**config.mk**
```make
export PLATFORM = sky130hd
export DESIGN_NAME = bar_graph_display_renderer
export DESIGN_NICKNAME = d
export VERILOG_FILES = /design/src/hdl/bgd_pkg.sv /design/src/hdl/bgd_ram.sv /design/src/hdl/bgd_fifo.sv /design/src/hdl/bgd_front.sv /design/src/hdl/bgd_back.sv /design/src/hdl/bar_graph_display_renderer.sv
export SDC_FILE = /design/constraint.sdc
export NUM_CORES = 1
export LEC_CHECK = 0
export ABC_AREA = 1
export BUFFER_PORTS_ARGS = -buffer_cell sky130_fd_sc_hd__clkbuf_2
export CAP_MARGIN = 30
export CORE_MARGIN = 8
export CORE_UTILIZATION = 41
export DETAILED_ROUTE_END_ITERATION = 10
export SYNTH_ARGS = -nofsm -noshare
export SYNTH_HDL_FRONTEND = slang
export SYNTH_SLANG_ARGS = --single-unit
```
**constraint.sdc**
```tcl
create_clock -name i_clk -period 5.6 [get_ports i_clk]
set_input_delay 1.68 -clock i_clk [delete_from_list [all_inputs] [get_ports i_clk]]
set_output_delay 1.68 -clock i_clk [all_outputs]
set_load 0.01 [all_outputs]
```
**src/hdl/bgd_pkg.sv**
```systemverilog
`default_nettype none

package bgd_pkg;

    localparam int COLS      = 5;
    localparam int GRID_W    = 4;
    localparam int DIV_STEPS = 6;

    localparam logic [2:0] BLANK_COL = 3'd7;
    localparam logic [7:0] FRAME_CMD = 8'h40;

    localparam logic [1:0] REG_BAR_TOTAL  = 2'd0;
    localparam logic [1:0] REG_GRID_START = 2'd1;
    localparam logic [1:0] REG_GRID_COUNT = 2'd2;

    typedef struct packed {
        logic [7:0] bar_total;
        logic [2:0] grid_start;
        logic [3:0] grid_count;
    } t_cfg;

    typedef struct packed {
        logic              is_frame;
        logic [GRID_W-1:0] grid;
        logic [2:0]        sub;
        logic [2:0]        per_grid;
        logic [2:0]        level;
    } t_cmd;

    typedef enum logic [1:0] {
        FE_IDLE,
        FE_DIV,
        FE_PUSH
    } t_fe_state;

    typedef enum logic [2:0] {
        BK_IDLE,
        BK_WR,
        BK_CMD,
        BK_RD,
        BK_LD
    } t_bk_state;

    function automatic logic [7:0] level_pattern(input logic [2:0] lv);
        logic [7:0] pat;
        case (lv)
            3'd0:    pat = 8'h00;
            3'd1:    pat = 8'h40;
            3'd2:    pat = 8'h60;
            3'd3:    pat = 8'h70;
            3'd4:    pat = 8'h78;
            3'd5:    pat = 8'h7c;
            3'd6:    pat = 8'h7e;
            default: pat = 8'h7f;
        endcase
        return pat;
    endfunction

    // sub-bar that owns a column for a given bars-per-grid, or BLANK_COL
    function automatic logic [2:0] column_owner(input logic [2:0] per_grid,
                                                input logic [2:0] col);
        logic [2:0] own;
        case (per_grid)
            3'd1: own = 3'd0;
            3'd2: begin
                case (col)
                    3'd0, 3'd1: own = 3'd0;
                    3'd3, 3'd4: own = 3'd1;
                    default:    own = BLANK_COL;
                endcase
            end
            3'd3: begin
                case (col)
                    3'd0:    own = 3'd0;
                    3'd2:    own = 3'd1;
                    3'd4:    own = 3'd2;
                    default: own = BLANK_COL;
                endcase
            end
            3'd4:    own = (col == 3'd4) ? BLANK_COL : col;
            3'd5:    own = col;
            default: own = BLANK_COL;
        endcase
        return own;
    endfunction

endpackage

`default_nettype wire

```
**src/hdl/bgd_ram.sv**
```systemverilog
`default_nettype none

module bgd_ram #(
    parameter int WIDTH = 8,
    parameter int DEPTH = 40
) (
    input  wire logic                     i_clk,
    input  wire logic                     i_we,
    input  wire logic [$clog2(DEPTH)-1:0] i_waddr,
    input  wire logic [WIDTH-1:0]         i_wdata,
    input  wire logic                     i_re,
    input  wire logic [$clog2(DEPTH)-1:0] i_raddr,
    output logic      [WIDTH-1:0]         o_rdata
);

    logic [WIDTH-1:0] r_mem [DEPTH];
    logic [WIDTH-1:0] r_rdata;

    always_ff @(posedge i_clk) begin
        if (i_we) begin
            r_mem[i_waddr] <= i_wdata;
        end
        if (i_re) begin
            r_rdata <= r_mem[i_raddr];
        end
    end

    assign o_rdata = r_rdata;

endmodule

`default_nettype wire

```
**src/hdl/bgd_fifo.sv**
```systemverilog
`default_nettype none

module bgd_fifo (
    input  wire logic          i_clk,
    input  wire logic          i_rst_n,
    input  wire logic          i_push,
    input  wire bgd_pkg::t_cmd i_cmd,
    output logic               o_full,
    input  wire logic          i_pop,
    output bgd_pkg::t_cmd      o_cmd,
    output logic               o_empty
);
    import bgd_pkg::*;

    t_cmd       r_mem [2];
    logic       r_wp;
    logic       r_rp;
    logic [1:0] r_cnt;

    always_ff @(posedge i_clk) begin
        if (!i_rst_n) begin
            r_wp  <= 1'b0;
            r_rp  <= 1'b0;
            r_cnt <= 2'd0;
        end else begin
            if (i_push) begin
                r_wp <= ~r_wp;
            end
            if (i_pop) begin
                r_rp <= ~r_rp;
            end
            if (i_push && !i_pop) begin
                r_cnt <= r_cnt + 2'd1;
            end else if (i_pop && !i_push) begin
                r_cnt <= r_cnt - 2'd1;
            end
        end
    end

    always_ff @(posedge i_clk) begin
        if (i_push) begin
            r_mem[r_wp] <= i_cmd;
        end
    end

    assign o_full  = (r_cnt == 2'd2);
    assign o_empty = (r_cnt == 2'd0);
    assign o_cmd   = r_mem[r_rp];

endmodule

`default_nettype wire

```
**src/hdl/bgd_front.sv**
```systemverilog
`default_nettype none

module bgd_front #(
    parameter int GRIDS = 8
) (
    input  wire logic          i_clk,
    input  wire logic          i_rst_n,
    input  wire bgd_pkg::t_cfg i_cfg,
    input  wire logic          i_valid,
    output logic               o_ready,
    input  wire logic          i_opcode,
    input  wire logic [5:0]    i_bar_index,
    input  wire logic [2:0]    i_level,
    output logic               o_push,
    output bgd_pkg::t_cmd      o_cmd,
    input  wire logic          i_full
);
    import bgd_pkg::*;

    t_fe_state  r_state, n_state;
    logic [5:0] r_quo, n_quo;
    logic [2:0] r_rem, n_rem;
    logic [2:0] r_cnt, n_cnt;
    t_cmd       r_cmd, n_cmd;

    logic [7:0] gc1, gc2, gc3, gc4, gc5;
    logic [2:0] per_grid;
    logic [3:0] trial;
    logic       trial_ge;
    logic [6:0] grid_sum;

    // bars per grid = min(bar_total / grid_count, 5) via compares against k * grid_count
    always_comb begin
        gc1 = 8'(i_cfg.grid_count);
        gc2 = {3'd0, i_cfg.grid_count, 1'b0};
        gc4 = {2'd0, i_cfg.grid_count, 2'b00};
        gc3 = gc2 + gc1;
        gc5 = gc4 + gc1;
        if (i_cfg.grid_count == 4'd0) begin
            per_grid = 3'd0;
        end else if (i_cfg.bar_total >= gc5) begin
            per_grid = 3'd5;
        end else if (i_cfg.bar_total >= gc4) begin
            per_grid = 3'd4;
        end else if (i_cfg.bar_total >= gc3) begin
            per_grid = 3'd3;
        end else if (i_cfg.bar_total >= gc2) begin
            per_grid = 3'd2;
        end else if (i_cfg.bar_total >= gc1) begin
            per_grid = 3'd1;
        end else begin
            per_grid = 3'd0;
        end
    end

    // one restoring division step per cycle: bar_index / per_grid
    always_comb begin
        trial    = {r_rem, r_quo[5]};
        trial_ge = (trial >= {1'b0, r_cmd.per_grid});
    end

    always_comb begin
        n_state  = r_state;
        n_quo    = r_quo;
        n_rem    = r_rem;
        n_cnt    = r_cnt;
        n_cmd    = r_cmd;
        grid_sum = 7'd0;
        o_ready  = 1'b0;
        o_push   = 1'b0;
        case (r_state)
            FE_IDLE: begin
                o_ready = 1'b1;
                if (i_valid) begin
                    n_cmd.is_frame = i_opcode;
                    n_cmd.level    = i_level;
                    n_cmd.per_grid = per_grid;
                    n_cmd.grid     = '0;
                    n_cmd.sub      = 3'd0;
                    n_quo          = i_bar_index;
                    n_rem          = 3'd0;
                    n_cnt          = 3'd0;
                    if (i_opcode) begin
                        n_state = FE_PUSH;
                    end else if (per_grid != 3'd0) begin
                        n_state = FE_DIV;
                    end
                end
            end
            FE_DIV: begin
                n_quo = {r_quo[4:0], trial_ge};
                n_rem = trial_ge ? 3'(trial - {1'b0, r_cmd.per_grid}) : trial[2:0];
                n_cnt = r_cnt + 3'd1;
                if (r_cnt == 3'(DIV_STEPS - 1)) begin
                    grid_sum   = 7'(n_quo) + 7'(i_cfg.grid_start);
                    n_cmd.sub  = n_rem;
                    n_cmd.grid = GRID_W'(grid_sum);
                    // grid past the store: drop the write
                    n_state    = (grid_sum < 7'(GRIDS)) ? FE_PUSH : FE_IDLE;
                end
            end
            FE_PUSH: begin
                if (!i_full) begin
                    o_push  = 1'b1;
                    n_state = FE_IDLE;
                end
            end
            default: n_state = FE_IDLE;
        endcase
    end

    always_ff @(posedge i_clk) begin
        if (!i_rst_n) begin
            r_state <= FE_IDLE;
        end else begin
            r_state <= n_state;
        end
    end

    always_ff @(posedge i_clk) begin
        r_quo <= n_quo;
        r_rem <= n_rem;
        r_cnt <= n_cnt;
        r_cmd <= n_cmd;
    end

    assign o_cmd = r_cmd;

endmodule

`default_nettype wire

```
**src/hdl/bgd_back.sv**
```systemverilog
`default_nettype none

module bgd_back #(
    parameter int GRIDS = 8
) (
    input  wire logic          i_clk,
    input  wire logic          i_rst_n,
    input  wire logic          i_empty,
    input  wire bgd_pkg::t_cmd i_cmd,
    output logic               o_pop,
    output logic               o_valid,
    input  wire logic          i_ready,
    output logic [7:0]         o_out_byte,
    output logic               o_last
);
    import bgd_pkg::*;

    localparam int STORE = COLS * GRIDS;
    localparam int AW    = $clog2(STORE);

    t_bk_state       r_state, n_state;
    t_cmd            r_cmd, n_cmd;
    logic [2:0]      r_col, n_col;
    logic [AW-1:0]   r_addr, n_addr;
    logic [STORE-1:0] r_vld;
    logic            r_rd_vld;
    logic            r_out_valid, n_out_valid;
    logic [7:0]      r_out_byte, n_out_byte;
    logic            r_out_last, n_out_last;

    logic [2:0]      owner;
    logic [AW-1:0]   wr_addr;
    logic            we;
    logic [7:0]      wdata;
    logic            re;
    logic [7:0]      rdata;
    logic            out_free;
    logic            at_end;

    bgd_ram #(
        .WIDTH (8),
        .DEPTH (STORE)
    ) u_store (
        .i_clk   (i_clk),
        .i_we    (we),
        .i_waddr (wr_addr),
        .i_wdata (wdata),
        .i_re    (re),
        .i_raddr (r_addr),
        .o_rdata (rdata)
    );

    always_comb begin
        owner   = column_owner(r_cmd.per_grid, r_col);
        wr_addr = AW'({r_cmd.grid, 2'b00}) + AW'(r_cmd.grid) + AW'(r_col);
        we      = (r_state == BK_WR) && ((owner == BLANK_COL) || (owner == r_cmd.sub));
        wdata   = (owner == BLANK_COL) ? 8'h00 : level_pattern(r_cmd.level);
        re      = (r_state == BK_RD);
        out_free = !r_out_valid || i_ready;
        at_end  = (r_addr == AW'(STORE - 1));
    end

    always_comb begin
        n_state     = r_state;
        n_cmd       = r_cmd;
        n_col       = r_col;
        n_addr      = r_addr;
        n_out_valid = r_out_valid && !i_ready;
        n_out_byte  = r_out_byte;
        n_out_last  = r_out_last;
        o_pop       = 1'b0;
        case (r_state)
            BK_IDLE: begin
                if (!i_empty) begin
                    o_pop   = 1'b1;
                    n_cmd   = i_cmd;
                    n_col   = 3'd0;
                    n_addr  = '0;
                    n_state = i_cmd.is_frame ? BK_CMD : BK_WR;
                end
            end
            BK_WR: begin
                n_col = r_col + 3'd1;
                if (r_col == 3'(COLS - 1)) begin
                    n_state = BK_IDLE;
                end
            end
            BK_CMD: begin
                if (out_free) begin
                    n_out_valid = 1'b1;
                    n_out_byte  = FRAME_CMD;
                    n_out_last  = 1'b0;
                    n_state     = BK_RD;
                end
            end
            BK_RD: n_state = BK_LD;
            BK_LD: begin
                if (out_free) begin
                    n_out_valid = 1'b1;
                    // never-written entries read as the cleared value
                    n_out_byte  = r_rd_vld ? rdata : 8'h00;
                    n_out_last  = at_end;
                    if (at_end) begin
                        n_state = BK_IDLE;
                    end else begin
                        n_addr  = r_addr + AW'(1);
                        n_state = BK_RD;
                    end
                end
            end
            default: n_state = BK_IDLE;
        endcase
    end

    always_ff @(posedge i_clk) begin
        if (!i_rst_n) begin
            r_state     <= BK_IDLE;
            r_out_valid <= 1'b0;
            r_vld       <= '0;
        end else begin
            r_state     <= n_state;
            r_out_valid <= n_out_valid;
            if (we) begin
                r_vld[wr_addr] <= 1'b1;
            end
        end
    end

    always_ff @(posedge i_clk) begin
        r_cmd      <= n_cmd;
        r_col      <= n_col;
        r_addr     <= n_addr;
        r_out_byte <= n_out_byte;
        r_out_last <= n_out_last;
        if (re) begin
            r_rd_vld <= r_vld[r_addr];
        end
    end

    assign o_valid    = r_out_valid;
    assign o_out_byte = r_out_byte;
    assign o_last     = r_out_last;

endmodule

`default_nettype wire

```
**src/hdl/bar_graph_display_renderer.sv**
```systemverilog
// Set-bar item: the front accepts it, divides bar_index by bars per grid and queues it;
//   the back pops it and writes the five columns of its grid while the front takes more.
// Frame item: the command byte (0x40) goes out first; the 40 store bytes follow,
//   each through a registered store read, then the output register.
// Reset (synchronous, active low) returns registers to 16/0/8, clears all per-entry valid
//   bits so the store reads as zeros at once, and empties the command queue and output.
`default_nettype none

module bar_graph_display_renderer #(
    parameter int GRIDS = 8
) (
    input  wire logic        i_clk,
    input  wire logic        i_rst_n,
    input  wire logic        i_valid,
    output logic             o_ready,
    input  wire logic        i_opcode,
    input  wire logic [5:0]  i_bar_index,
    input  wire logic [2:0]  i_level,
    output logic             o_valid,
    input  wire logic        i_ready,
    output logic [7:0]       o_out_byte,
    output logic             o_last,
    input  wire logic        psel,
    input  wire logic        penable,
    input  wire logic        pwrite,
    input  wire logic [3:0]  paddr,
    input  wire logic [31:0] pwdata,
    output logic [31:0]      prdata,
    output logic             pready
);
    import bgd_pkg::*;

    logic [7:0] r_bar_total;
    logic [2:0] r_grid_start;
    logic [3:0] r_grid_count;
    t_cfg       cfg;
    logic       cfg_wr;

    logic       q_push;
    logic       q_pop;
    logic       q_full;
    logic       q_empty;
    t_cmd       q_in;
    t_cmd       q_out;

    assign cfg_wr = psel && penable && pwrite && pready;
    assign pready = 1'b1;

    always_ff @(posedge i_clk) begin
        if (!i_rst_n) begin
            r_bar_total  <= 8'd16;
            r_grid_start <= 3'd0;
            r_grid_count <= 4'd8;
        end else if (cfg_wr) begin
            case (paddr[3:2])
                REG_BAR_TOTAL:  r_bar_total  <= pwdata[7:0];
                REG_GRID_START: r_grid_start <= pwdata[2:0];
                REG_GRID_COUNT: r_grid_count <= pwdata[3:0];
                default: ;
            endcase
        end
    end

    always_comb begin
        case (paddr[3:2])
            REG_BAR_TOTAL:  prdata = 32'(r_bar_total);
            REG_GRID_START: prdata = 32'(r_grid_start);
            REG_GRID_COUNT: prdata = 32'(r_grid_count);
            default:        prdata = 32'd0;
        endcase
    end

    assign cfg = '{bar_total: r_bar_total, grid_start: r_grid_start, grid_count: r_grid_count};

    bgd_front #(
        .GRIDS (GRIDS)
    ) u_front (
        .i_clk       (i_clk),
        .i_rst_n     (i_rst_n),
        .i_cfg       (cfg),
        .i_valid     (i_valid),
        .o_ready     (o_ready),
        .i_opcode    (i_opcode),
        .i_bar_index (i_bar_index),
        .i_level     (i_level),
        .o_push      (q_push),
        .o_cmd       (q_in),
        .i_full      (q_full)
    );

    bgd_fifo u_queue (
        .i_clk   (i_clk),
        .i_rst_n (i_rst_n),
        .i_push  (q_push),
        .i_cmd   (q_in),
        .o_full  (q_full),
        .i_pop   (q_pop),
        .o_cmd   (q_out),
        .o_empty (q_empty)
    );

    bgd_back #(
        .GRIDS (GRIDS)
    ) u_back (
        .i_clk      (i_clk),
        .i_rst_n    (i_rst_n),
        .i_empty    (q_empty),
        .i_cmd      (q_out),
        .o_pop      (q_pop),
        .o_valid    (o_valid),
        .i_ready    (i_ready),
        .o_out_byte (o_out_byte),
        .o_last     (o_last)
    );

endmodule

`default_nettype wire

```
==> metrics.csv <==
stage;metric;value;unit
clock_network;clock buffer count from CTS;44;
placed_design;Final GP Congestion;0.822;
routing;Routed wire per std cell;18.3;um
clock_network;PostCTS Resize Cnt;0;
floorplan;die area;54700;sq um
placed_design;Port Buffers;44;
routing;via count;13300;
pwr;overall power;12500;uW
routing;drt first pass iters;5;
critical_path;crit-path cells;clkbuf_2, nor2_1, inv_1, o221ai_1, clkbuf_2;
min_path;hold path depth;2;
timing;Tcrit/Tclk final;75.0;%
critical_path;setup slack, reg-to-reg;1570;ps
synthesis;count leader, synth;edfxtp_1;
clock_network;TritonCTS clock tree;yes;
global_route;initial antenna violation count;0;
timing;Max transition margin;32.1;%
critical_path;slowest CP cell;o221ai_1;
critical_path;r2r worst-path depth;9;
floorplan;Core Region;47300;sq um
global_route;vias in the first global route;12900;
cells_and_area;Layout fillers;4390;
timing;Final Hold Vio Count;0;
min_path;hold_sp;u_back.r_vld[39];
critical_path;CP arrival;2520;ps
critical_path;CP most frequent cell;clkbuf_2;
timing;shortest period the worst path allows;4200;ps
critical_path;Crit Reg-Reg Endpoint;u_back.u_store.r_mem[17][1];
critical_path;critical path launch point type;input port;
timing;Slew @ Worst Pin;1020;ps
critical_path;worst path required time;3920;ps
clock_network;CTS H-Tree Depth;2;
routing;drt first-iter violations;1060;
global_route;total congestion overflow;0;
routing;final WL;46000;um
cells_and_area;ratio of cells with drive above 1 in the final layout;8.50;%
floorplan;Starting Density;41.1;%
synthesis;dominant cells by area after synthesis;edfxtp_1, dfxtp_1, nor2_1;
timing;fmax;238;MHz
routing;vias per inst;5.30;
cells_and_area;Nets;1969;
run_status;status;completed;
clock_network;clk buf depth;3;
synthesis;prevailing post-synth register cell;edfxtp_1;
clock_network;hold_buf cts;0;
global_route;global-route wire length before repair;71800;um
clock_network;clk slew on worst S/H paths;60;ps
synthesis;post-synthesis register bit count;438;
min_path;Hold EP;u_back.r_vld[39];
synthesis;Cell Area, Synth;19500;sq um
synthesis;Post-Syn Area per Cell;10.6;sq um
synthesis;FFs w/ async S/R, synth;0;%
critical_path;Critical R2R Launch;u_back.r_col[2];
placed_design;hpwl dp;28400;um
synthesis;Synth area leader;edfxtp_1;
synthesis;Synth top cells by count;edfxtp_1, nor2_1, o21ai_0;
critical_path;critical path type;in -> out;
timing;Final setup viols;0;
critical_path;Crit. Startpoint;paddr[2];
synthesis;top-area cell type share of the netlist area;57.4;%
floorplan;IO Pins;97;
floorplan;die height;234;um
pwr;LEAKAGE;0.00793;uW
critical_path;worst-path fanout max;8;
synthesis;yosys warns;0;
cells_and_area;area delta synth->final;11.7;%
cells_and_area;diode count;0;
critical_path;nature of the critical path endpoint;primary output;
timing;RSZ-0062 raised after global routing;no;
global_route;largest net degree at the start of global routing;106;
clock_network;Worst-Skew Late Latency;580;ps
run;Max Cap Viol;0;
floorplan;Chip Width;234;um
synthesis;Post-Syn Instances;1832;
critical_path;CP peak stage delay;280;ps
timing;total negative setup slack;0;ps
synthesis;Post-synth EDFFs;372;
pwr;PD cells;575;nW/um^2
clock_network;Sink Count;438;
routing;DRC errors left;0;
routing;DRT antenna net count;0;
pwr;Peak VDD IR;391;uV
timing;Slew Limit Fails;0;
synthesis;sequential cell area fraction in the yosys report;64.1;%
floorplan;Rows;80;
clock_network;post-CTS setup buffer count;0;
synthesis;Netlist cell types;41;
min_path;type of the tightest min-delay check;reg -> reg;
global_route;Overall Global Routing Usage;16.8;%
timing;clk_skew;22.0;ps
clock_network;clock root cell;clkbuf_16;
## state kept, by name (all words and copies together) (netlist names), 4 cells and up, named ones only
name	count
r_bar_total	8
r_grid_count	4
u_back.o_out_byte	7
u_back.r_addr	6
u_back.r_cmd	13
u_back.r_vld	40
u_back.u_store.o_rdata	7
u_back.u_store.r_mem	280
u_front.o_cmd	14
u_front.r_quo	6
u_queue.r_mem	28
## through the flow
stage | cells | hold WS (ps) | utilization [%] | area, sq um | setup WS, ps
floorplan | 1856 | 421 | - | 19600 | 948
global placement | 2422 | 427 | 42.7 | 20200 | 1460
detailed placement | 2428 | 434 | 42.9 | 20300 | 1420
CTS | 2509 | 447 | 45.9 | 21700 | 1410
global route | 2510 | 469 | 45.9 | 21700 | 1260
finish | 2510 | 446 | 45.9 | 21700 | 1400
## worst max-delay path by stage
| stage | end | slack (ps) |
|---|---|---|
| 6_report | prdata[0] | 1400 |
| 5_1_grt | u_back.u_store.r_mem[17][1] | 1260 |
| 4_1_cts | prdata[0] | 1410 |
| 3_5_place_dp | prdata[0] | 1420 |
| 3_3_place_gp | prdata[0] | 1460 |
| 2_1_floorplan | u_back.u_store.r_mem[0][0] | 950 |
## layout make-up
| type | instances | area (sq um) | share of cell area (%) |
|---|---|---|---|
| inverters | 170 | 642 | 2.95 |
| clock inverters | 19 | 224 | 1.03 |
| well taps | 615 | 769 | 3.54 |
| flip-flops and latches | 438 | 12500 | 57.4 |
| clock buffers | 62 | 1190 | 5.47 |
| multi-input cells | 1133 | 5930 | 27.3 |
| repair buffers | 73 | 498 | 2.29 |
## per-layer routing
metal	track usage (%)	wire length (um)
met1	21.8	19700
met2	28.4	22300
met3	2.88	2860
met4	5.31	1130
met5	0	0
## worst max-delay path: cells and delay by family
kind | cells | cell delay (ps)
simple gates | 1 | 130
buf+inv | 3 | 430
compound gates | 1 | 280
## power breakdown
part	internal (uW)	leakage [uW]	total (uW)	switching, uW
Combinational	1250	0.00330	4870	3620
Clock	1680	0.000692	2910	1230
Sequential	4490	0.00394	4730	239
## placed cells by master (no fill, tap or decap), types with 45 or more instances in the layout
cell / count
clkbuf_16: 45
nor2_1: 301
nand3_1: 78
inv_1: 165
o22ai_1: 63
edfxtp_1: 372
o21ai_0: 225
nand2_1: 169
a21oi_1: 107
dfxtp_1: 66
ha_1: 50
## kinds of logic (layout without fill, tap and decap cells)
| family | Yosys count | count (layout) | synth area share [%] |
|---|---|---|---|
| xor gates and xnor gates | 11 | 11 | 0.572 |
| muxes | 14 | 14 | 0.810 |
| DFF | 438 | 438 | 64.1 |
| buffers and inverters | 285 | 324 | 6.19 |
| other | 2 | 26 | 0.0386 |
| AOI/OAI and AO/OA | 445 | 445 | 12.5 |
| adders and majority gates | 56 | 56 | 3.83 |
| and+or+nand+nor | 581 | 581 | 12.0 |
(Power assumes the default switching activity.)
